File: src/hw/rtl/smp_pkg.sv
package smp_pkg;

    localparam int CAPACITY = 64;
    localparam int DATA_W   = 32;
    localparam int CNT_W    = $clog2(CAPACITY + 1);
    localparam int ADDR_W   = (CAPACITY > 1) ? $clog2(CAPACITY) : 1;

    typedef logic signed [DATA_W-1:0] t_sample;
    typedef logic [CNT_W-1:0]         t_count;
    typedef logic [ADDR_W-1:0]        t_addr;

    typedef enum logic [1:0] {
        S_IDLE,
        S_READ,
        S_LOAD
    } t_state;

endpackage

File: src/hw/rtl/smp_ifs.sv
interface smp_in_if;
    logic                   valid;
    logic                   ready;
    smp_pkg::t_sample       sample;
    logic                   final_in;

    modport source (output valid, output sample, output final_in, input ready);
    modport sink   (input valid, input sample, input final_in, output ready);
endinterface

interface smp_out_if;
    logic                   valid;
    logic                   ready;
    smp_pkg::t_sample       sample_out;
    logic                   final_out;
    logic                   overflow;

    modport source (output valid, output sample_out, output final_out, output overflow,
                    input ready);
    modport sink   (input valid, input sample_out, input final_out, input overflow,
                    output ready);
endinterface

interface smp_cfg_if;
    logic                   valid;
    logic                   ready;
    smp_pkg::t_sample       threshold;

    modport source (output valid, output threshold, input ready);
    modport sink   (input valid, input threshold, output ready);
endinterface

File: src/hw/rtl/smp_ram.sv
module smp_ram #(
    parameter int WIDTH = 32,
    parameter int DEPTH = 64,
    parameter int AW    = (DEPTH > 1) ? $clog2(DEPTH) : 1
) (
    input  logic             i_clk,
    input  logic             i_we,
    input  logic [AW-1:0]    i_waddr,
    input  logic [WIDTH-1:0] i_wdata,
    input  logic             i_re,
    input  logic [AW-1:0]    i_raddr,
    output logic [WIDTH-1:0] o_rdata
);

    logic [WIDTH-1:0] r_mem [DEPTH];
    logic [WIDTH-1:0] r_rdata;

    always_ff @(posedge i_clk) begin
        if (i_we) begin
            r_mem[i_waddr] <= i_wdata;
        end
        if (i_re) begin
            r_rdata <= r_mem[i_raddr];
        end
    end

    assign o_rdata = r_rdata;

endmodule

File: src/hw/rtl/stable_magnitude_partition_core.sv
// Stable partition of a run of signed Q16.16 samples by magnitude. A sample above the
// threshold or below its negative leaves through the output register in the cycle after
// its acceptance; other samples go into a 64-entry hold RAM. When the sample flagged
// final_in is accepted, the held samples are drained in arrival order and the last result
// of the run carries final_out, plus overflow if any small sample was dropped for lack of
// room. A sample is accepted only while no drain runs and the output register can take a
// result; each drained sample is first read from the RAM, then loaded into the output
// register once it is free. The threshold channel is always ready and should only be
// written between runs.
module stable_magnitude_partition_core (
    input  logic          i_clk,
    input  logic          i_rst_n,
    smp_cfg_if.sink       i_cfg,
    smp_in_if.sink        i_in,
    smp_out_if.source     o_out
);
    import smp_pkg::*;

    t_state  r_state, n_state;
    t_sample r_threshold;
    t_count  r_cnt, n_cnt;
    logic    r_drop, n_drop;
    t_count  r_len, n_len;
    t_count  r_idx, n_idx;
    logic    r_run_ovf, n_run_ovf;

    logic    r_out_valid, n_out_valid;
    t_sample r_out_sample, n_out_sample;
    logic    r_out_final, n_out_final;
    logic    r_out_ovf, n_out_ovf;

    logic    out_free;
    logic    in_take;
    logic    big;
    logic    full;
    logic    last_rd;
    logic    ram_we;
    logic    ram_re;
    t_sample ram_rdata;

    logic signed [DATA_W:0] samp_ext;
    logic signed [DATA_W:0] thr_ext;
    logic signed [DATA_W:0] thr_neg;

    assign i_cfg.ready = 1'b1;

    assign out_free = !r_out_valid || o_out.ready;
    assign i_in.ready = (r_state == S_IDLE) && out_free;
    assign in_take = i_in.valid && i_in.ready;

    assign samp_ext = {i_in.sample[DATA_W-1], i_in.sample};
    assign thr_ext  = {r_threshold[DATA_W-1], r_threshold};
    assign thr_neg  = -thr_ext;
    assign big      = (samp_ext > thr_ext) || (samp_ext < thr_neg);
    assign full     = (r_cnt == t_count'(CAPACITY));
    assign last_rd  = (r_idx == (r_len - t_count'(1)));

    assign ram_we = in_take && !big && !full;
    assign ram_re = (r_state == S_READ);

    smp_ram #(
        .WIDTH (DATA_W),
        .DEPTH (CAPACITY),
        .AW    (ADDR_W)
    ) u_hold (
        .i_clk   (i_clk),
        .i_we    (ram_we),
        .i_waddr (r_cnt[ADDR_W-1:0]),
        .i_wdata (i_in.sample),
        .i_re    (ram_re),
        .i_raddr (r_idx[ADDR_W-1:0]),
        .o_rdata (ram_rdata)
    );

    always_comb begin
        n_state = r_state;
        case (r_state)
            S_IDLE: begin
                if (in_take && i_in.final_in && (n_len != '0)) begin
                    n_state = S_READ;
                end
            end
            S_READ: begin
                n_state = S_LOAD;
            end
            S_LOAD: begin
                if (out_free) begin
                    n_state = last_rd ? S_IDLE : S_READ;
                end
            end
            default: begin
                n_state = S_IDLE;
            end
        endcase
    end

    always_comb begin
        t_count adj_cnt;
        logic   adj_drop;

        adj_cnt      = r_cnt;
        adj_drop     = r_drop;
        n_cnt        = r_cnt;
        n_drop       = r_drop;
        n_len        = r_len;
        n_idx        = r_idx;
        n_run_ovf    = r_run_ovf;
        n_out_valid  = r_out_valid && !o_out.ready;
        n_out_sample = r_out_sample;
        n_out_final  = r_out_final;
        n_out_ovf    = r_out_ovf;

        case (r_state)
            S_IDLE: begin
                if (in_take) begin
                    if (big) begin
                        // large final sample with a full buffer loses the newest held one
                        if (i_in.final_in && full) begin
                            adj_cnt  = t_count'(CAPACITY - 1);
                            adj_drop = 1'b1;
                        end
                        n_out_valid  = 1'b1;
                        n_out_sample = i_in.sample;
                        n_out_final  = i_in.final_in && (adj_cnt == '0);
                        n_out_ovf    = i_in.final_in && (adj_cnt == '0) && adj_drop;
                    end else if (full) begin
                        adj_drop = 1'b1;
                    end else begin
                        adj_cnt = r_cnt + t_count'(1);
                    end
                    n_cnt  = adj_cnt;
                    n_drop = adj_drop;
                    if (i_in.final_in) begin
                        n_len     = adj_cnt;
                        n_idx     = '0;
                        n_run_ovf = adj_drop;
                        n_cnt     = '0;
                        n_drop    = 1'b0;
                    end
                end
            end
            S_READ: begin
            end
            S_LOAD: begin
                if (out_free) begin
                    n_out_valid  = 1'b1;
                    n_out_sample = ram_rdata;
                    n_out_final  = last_rd;
                    n_out_ovf    = last_rd && r_run_ovf;
                    n_idx        = r_idx + t_count'(1);
                end
            end
            default: begin
            end
        endcase
    end

    always_ff @(posedge i_clk) begin
        if (!i_rst_n) begin
            r_state     <= S_IDLE;
            r_threshold <= '0;
            r_cnt       <= '0;
            r_drop      <= 1'b0;
            r_out_valid <= 1'b0;
        end else begin
            r_state     <= n_state;
            r_cnt       <= n_cnt;
            r_drop      <= n_drop;
            r_out_valid <= n_out_valid;
            if (i_cfg.valid && i_cfg.ready) begin
                r_threshold <= i_cfg.threshold;
            end
        end
    end

    always_ff @(posedge i_clk) begin
        r_len        <= n_len;
        r_idx        <= n_idx;
        r_run_ovf    <= n_run_ovf;
        r_out_sample <= n_out_sample;
        r_out_final  <= n_out_final;
        r_out_ovf    <= n_out_ovf;
    end

    assign o_out.valid      = r_out_valid;
    assign o_out.sample_out = r_out_sample;
    assign o_out.final_out  = r_out_final;
    assign o_out.overflow   = r_out_ovf;

endmodule

File: src/flat_wrapper.sv
// flat-port wrapper written by rule: the top's interface ports become plain ports
module stable_magnitude_partition_core_flat import smp_pkg::*;
  (i_clk, i_rst_n, i_cfg_valid, i_cfg_threshold, i_cfg_ready, i_in_valid, i_in_sample, i_in_final_in, i_in_ready, o_out_valid, o_out_sample_out, o_out_final_out, o_out_overflow, o_out_ready);
  smp_cfg_if i_cfg_i ();
  smp_in_if i_in_i ();
  smp_out_if o_out_i ();
  input  logic i_clk;
  input  logic i_rst_n;
  input wire logic [$bits(i_cfg_i.valid)-1:0] i_cfg_valid;
  input wire logic [$bits(i_cfg_i.threshold)-1:0] i_cfg_threshold;
  output wire logic [$bits(i_cfg_i.ready)-1:0] i_cfg_ready;
  input wire logic [$bits(i_in_i.valid)-1:0] i_in_valid;
  input wire logic [$bits(i_in_i.sample)-1:0] i_in_sample;
  input wire logic [$bits(i_in_i.final_in)-1:0] i_in_final_in;
  output wire logic [$bits(i_in_i.ready)-1:0] i_in_ready;
  output wire logic [$bits(o_out_i.valid)-1:0] o_out_valid;
  output wire logic [$bits(o_out_i.sample_out)-1:0] o_out_sample_out;
  output wire logic [$bits(o_out_i.final_out)-1:0] o_out_final_out;
  output wire logic [$bits(o_out_i.overflow)-1:0] o_out_overflow;
  input wire logic [$bits(o_out_i.ready)-1:0] o_out_ready;
  assign i_cfg_i.valid = i_cfg_valid;
  assign i_cfg_i.threshold = i_cfg_threshold;
  assign i_cfg_ready = i_cfg_i.ready;
  assign i_in_i.valid = i_in_valid;
  assign i_in_i.sample = i_in_sample;
  assign i_in_i.final_in = i_in_final_in;
  assign i_in_ready = i_in_i.ready;
  assign o_out_valid = o_out_i.valid;
  assign o_out_sample_out = o_out_i.sample_out;
  assign o_out_final_out = o_out_i.final_out;
  assign o_out_overflow = o_out_i.overflow;
  assign o_out_i.ready = o_out_ready;
  stable_magnitude_partition_core u_core (.i_clk(i_clk), .i_rst_n(i_rst_n), .i_cfg(i_cfg_i), .i_in(i_in_i), .o_out(o_out_i));
endmodule
File: config.mk
export PLATFORM = sky130hd
export DESIGN_NAME = stable_magnitude_partition_core_flat
export DESIGN_NICKNAME = d
export VERILOG_FILES = /design/src/hw/rtl/smp_pkg.sv /design/src/hw/rtl/smp_ifs.sv /design/src/hw/rtl/smp_ram.sv /design/src/hw/rtl/stable_magnitude_partition_core.sv /design/src/flat_wrapper.sv
export SDC_FILE = /design/constraint.sdc
export NUM_CORES = 2
export LEC_CHECK = 0
export BUFFER_PORTS_ARGS = -buffer_cell sky130_fd_sc_hd__buf_2
export CAP_MARGIN = 20
export CORE_MARGIN = 3
export CORE_UTILIZATION = 45
export DETAILED_ROUTE_END_ITERATION = 7
export GPL_ROUTABILITY_DRIVEN = 0
export RECOVER_POWER = 100
export SLEW_MARGIN = 10
export SYNTH_ARGS = -nofsm -noshare
export SYNTH_HDL_FRONTEND = slang
export SYNTH_HIERARCHICAL = 1
export SYNTH_SLANG_ARGS = --single-unit
export TNS_END_PERCENT = 1
File: constraint.sdc
create_clock -name i_clk -period 14.61 [get_ports i_clk]
set_input_delay 0.7305 -clock i_clk [delete_from_list [all_inputs] [get_ports i_clk]]
set_output_delay 0.7305 -clock i_clk [all_outputs]
set_load 0.02 [all_outputs]
==> metrics.csv <==
stage,metric,value,unit
run_status,outcome,finished with violations,
run_status,failing checks,"capacitance limit, slew limit",
logic_synthesis,sequential fraction of the synthesis area,0.760,
clock_network,total clock sinks,2172,
global_routing,first-pass GRT wire length,310000,um
clock_network,CTS tree,built,
routing,routed vias/inst,5.96,
global_routing,GRT overflow,0,
routing,detailed-route via count,41600,
hold_path,Hold/Removal Path Class,primary input to register,
timing,clk_skew,0.0323,ns
routing,drt first pass iters,6,
timing,slew margin rel.,-1.91,
clock_network,CTS root buf,clkbuf_16,
logic_synthesis,"Top FF cell, synth",edfxtp_1,
place,placed cell count,6580,
hold_path,Hold Path Origin,i_cfg_threshold[6],
setup_path,crit path to,u_core/u_hold/r_mem[35][31],
floorplan,initial core utilization,0.453,
clock_network,Longest Clk Path Bufs,3,
global_routing,gr usage total,0.225,
place,DP Wirelength,128000,um
setup_path,R2R Path End,u_core/u_hold/r_mem[35][31],
logic_synthesis,Gate Count Post-Synth,4051,
clock_network,number of buffers created by CTS,212,
logic_synthesis,"count leader, synth",edfxtp_1,
logic_synthesis,ys async rst share,0,
place,Port Buffers,105,
logic_synthesis,Post-synth top cells,"edfxtp_1 (2,122), mux4_2 (544), nor2_1 (176), nand2_1 (170), mux2i_1 (128)",
setup_path,R2R depth,21,
logic_synthesis,Area contributors post-synth,"edfxtp_1 (75%), mux4_2 (14%), mux2i_1 (1.5%)",
layout,# nets final,4449,
timing,max-slew violations,3609,
routing,DRC Markers,0,
timing,RSZ-0062 raised after global routing,no,
setup_path,Crit-path slowest cell,clkbuf_1,
logic_synthesis,Yosys top cell by area,edfxtp_1,
setup_path,Reg2Reg Setup Slack,4.53,ns
routing,DRT Wirelength,219000,um
routing,wire per inst,31.3,um
floorplan,Core Area,188000,sq um
floorplan,overall die width,441,um
global_routing,vias in the first global route,41400,
layout,share of cells above drive strength 1,0.222,
global_routing,antenna violations before repair,14,
clock_network,later-pin clock latency in the skew report,0.83,ns
logic_synthesis,"Net Count, Synth",4190,
timing,crit path time final,10.91,ns
setup_path,Worst Path Arrival,11.27,ns
timing,f_max,0.0917,GHz
clock_network,hold_buf cts,0,
job,max_cap viols,92,
floorplan,io pins,107,
timing,Fin Setup TNS,0,ns
clock_network,H-tree Lvls,4,
setup_path,RR Startpoint,u_core/r_threshold[18],
logic_synthesis,Post-Syn Area,85200,sq um
power,Power Total,13100,uW
timing,Slew @ Worst Pin,4.36,ns
logic_synthesis,area share of the largest cell type after synthesis,0.748,
setup_path,"Cell Chain, Critical Path",buf_2 -> clkbuf_1 -> ha_1 -> nand3_1 -> nor2_1 -> a221o_1 -> or2_1 -> a211oi_1 -> nand2b_1 -> nor2_1 -> nand3_1 -> nor2_4 -> clkbuf_1,
floorplan,height of the die,441,um
logic_synthesis,syn_area_per_cell,21.0,sq um
power,Max IR drop VDD,115,uV
power,Power Dens Cells,137,nW/um^2
setup_path,CP required,14.98,ns
timing,final setup violation count,0,
routing,antenna violation net count after detailed routing,0,
global_routing,largest net degree at the start of global routing,115,
setup_path,CP Class,primary input to register,
power,Pleak,0.0299,uW
logic_synthesis,#FFs+latches synth,2172,
setup_path,crit path max fanout,68,
setup_path,crit-path max cell delay,3.03,ns
timing,Final Hold Violating Endpoints,0,
layout,Layout Cells excl Fill,6984,
timing,final cycle utilization of the critical path,0.747,
logic_synthesis,YS warnings,6,
floorplan,# rows,159,
layout,Area Overhead vs Synth,12.4,%
timing,hold_ws,0.160,ns
logic_synthesis,Unique masters post-synth,71,
logic_synthesis,Post-synth EDFFs,2122,
clock_network,"CTS clk-pin slew, worst paths",0.06,ns
setup_path,crit end category,register,
floorplan,die footprint,195000,sq um
setup_path,crit path launch,i_in_sample[31],
routing,Starting DRT DRC Count,4466,
layout,fill count,14900,
setup_path,CP Launch Type,primary input,
clock_network,post-CTS sizing,0,
clock_network,# Post-CTS Setup Buffers,0,
==> through the flow <==
stage	cell area (sq um)	worst slack [ns]	utilization
CTS	96200	6.98	0.512
global placement	89300	7.14	0.475
finish	95700	3.70	0.509
floorplan	85200	7.55	-
detailed placement	89600	7.00	0.477
global route	95700	3.25	0.509
==> area by class of cell <==
class | count | area, sq um | share of cell area
sequential | 2172 | 64700 | 0.676
multi-input combinational | 1626 | 19500 | 0.204
clock buffer | 274 | 5710 | 0.0597
tap | 2495 | 3120 | 0.0326
timing repair buffer | 254 | 1560 | 0.0163
clock inverter | 112 | 891 | 0.00931
inverter | 44 | 165 | 0.00173
antenna | 7 | 17.5 | 0.000183
==> worst min-delay path by stage <==
| stage | slack, ns | depth (start not counted) | end |
|---|---|---|---|
| after floorplan | 0.46 | 2 | u_core/r_len[5] |
| after global placement | 0.49 | 2 | u_core/r_len[5] |
| after detailed placement | 0.49 | 2 | u_core/r_len[5] |
| after CTS | 0.11 | 3 | u_core/r_threshold[8] |
| after global routing | 0.13 | 3 | u_core/r_threshold[30] |
| final | 0.16 | 3 | u_core/r_threshold[6] |
==> worst max-delay path, delay by kind of cell <==
kind / cells / cell delay (ns)
AO/OA/AOI/OAI: 2 / 2.30
adder cells (fa/ha/maj): 1 / 0.67
buffers and inverters: 3 / 5.09
AND/OR/NAND/NOR: 7 / 2.40
==> registers in the layout (all words and copies together) (netlist names), 2 cells and up <==
signal and cells:
u_core/u_hold/r_mem 2048, u_core/r_cnt 7, u_core/r_idx 7, u_core/u_hold/o_rdata 32
u_core/r_state 2, u_core/o_out.sample_out 32, u_core/r_threshold 32, u_core/r_len 7
==> cells by family (layout without fill, tap and decap cells) <==
group	count (synthesis)	count (layout)	synth area share
DFF	2172	2172	0.760
AOI/OAI and AO/OA	300	300	0.0231
and+or+nand+nor	541	541	0.0298
muxes	674	674	0.159
buffers and inverters	253	684	0.0137
other	1	8	0.0000440
adders and majority gates	69	69	0.0101
xor gates and xnor gates	41	41	0.00422
==> report_power, final <==
part | switching (uW) | leakage, uW | internal (uW) | total, uW
logic | 611 | 0.00715 | 339 | 950
registers | 26.7 | 0.0195 | 6900 | 6920
clock network | 2270 | 0.00322 | 2950 | 5220
==> per-layer routing <==
layer / vias to the layer above / wire [um] / track usage / part of all wire
met1: 22400 / 88500 / 0.319 / 0.40
met4: 0 / 5900 / 0.0616 / 0.027
met5: - / 0 / 0 / 0
li1: 17400 / - / - / -
met3: 264 / 15700 / 0.0348 / 0.072
met2: 1586 / 109000 / 0.367 / 0.50
==> cell usage in the layout (no fill, tap or decap), drive strengths merged, types with 12 or more instances in the layout <==
master / Yosys / final
nand3: 18 / 18
o21ai: 24 / 24
and3: 13 / 13
a21oi: 92 / 92
nand4: 16 / 16
inv: 43 / 50
bufinv: 0 / 12
mux4: 544 / 544
clkbuf: 93 / 407
buf: 116 / 121
xnor2: 33 / 33
nor2b: 58 / 58
o22ai: 84 / 84
ha: 69 / 69
nor3: 28 / 28
a22oi: 14 / 14
nand2b: 15 / 15
dfxtp: 50 / 50
edfxtp: 2122 / 2122
nand2: 170 / 170
mux2i: 128 / 128
clkinv: 1 / 89
nor2: 176 / 176
o221ai: 27 / 27
Power figures use the tool's default switching activity.
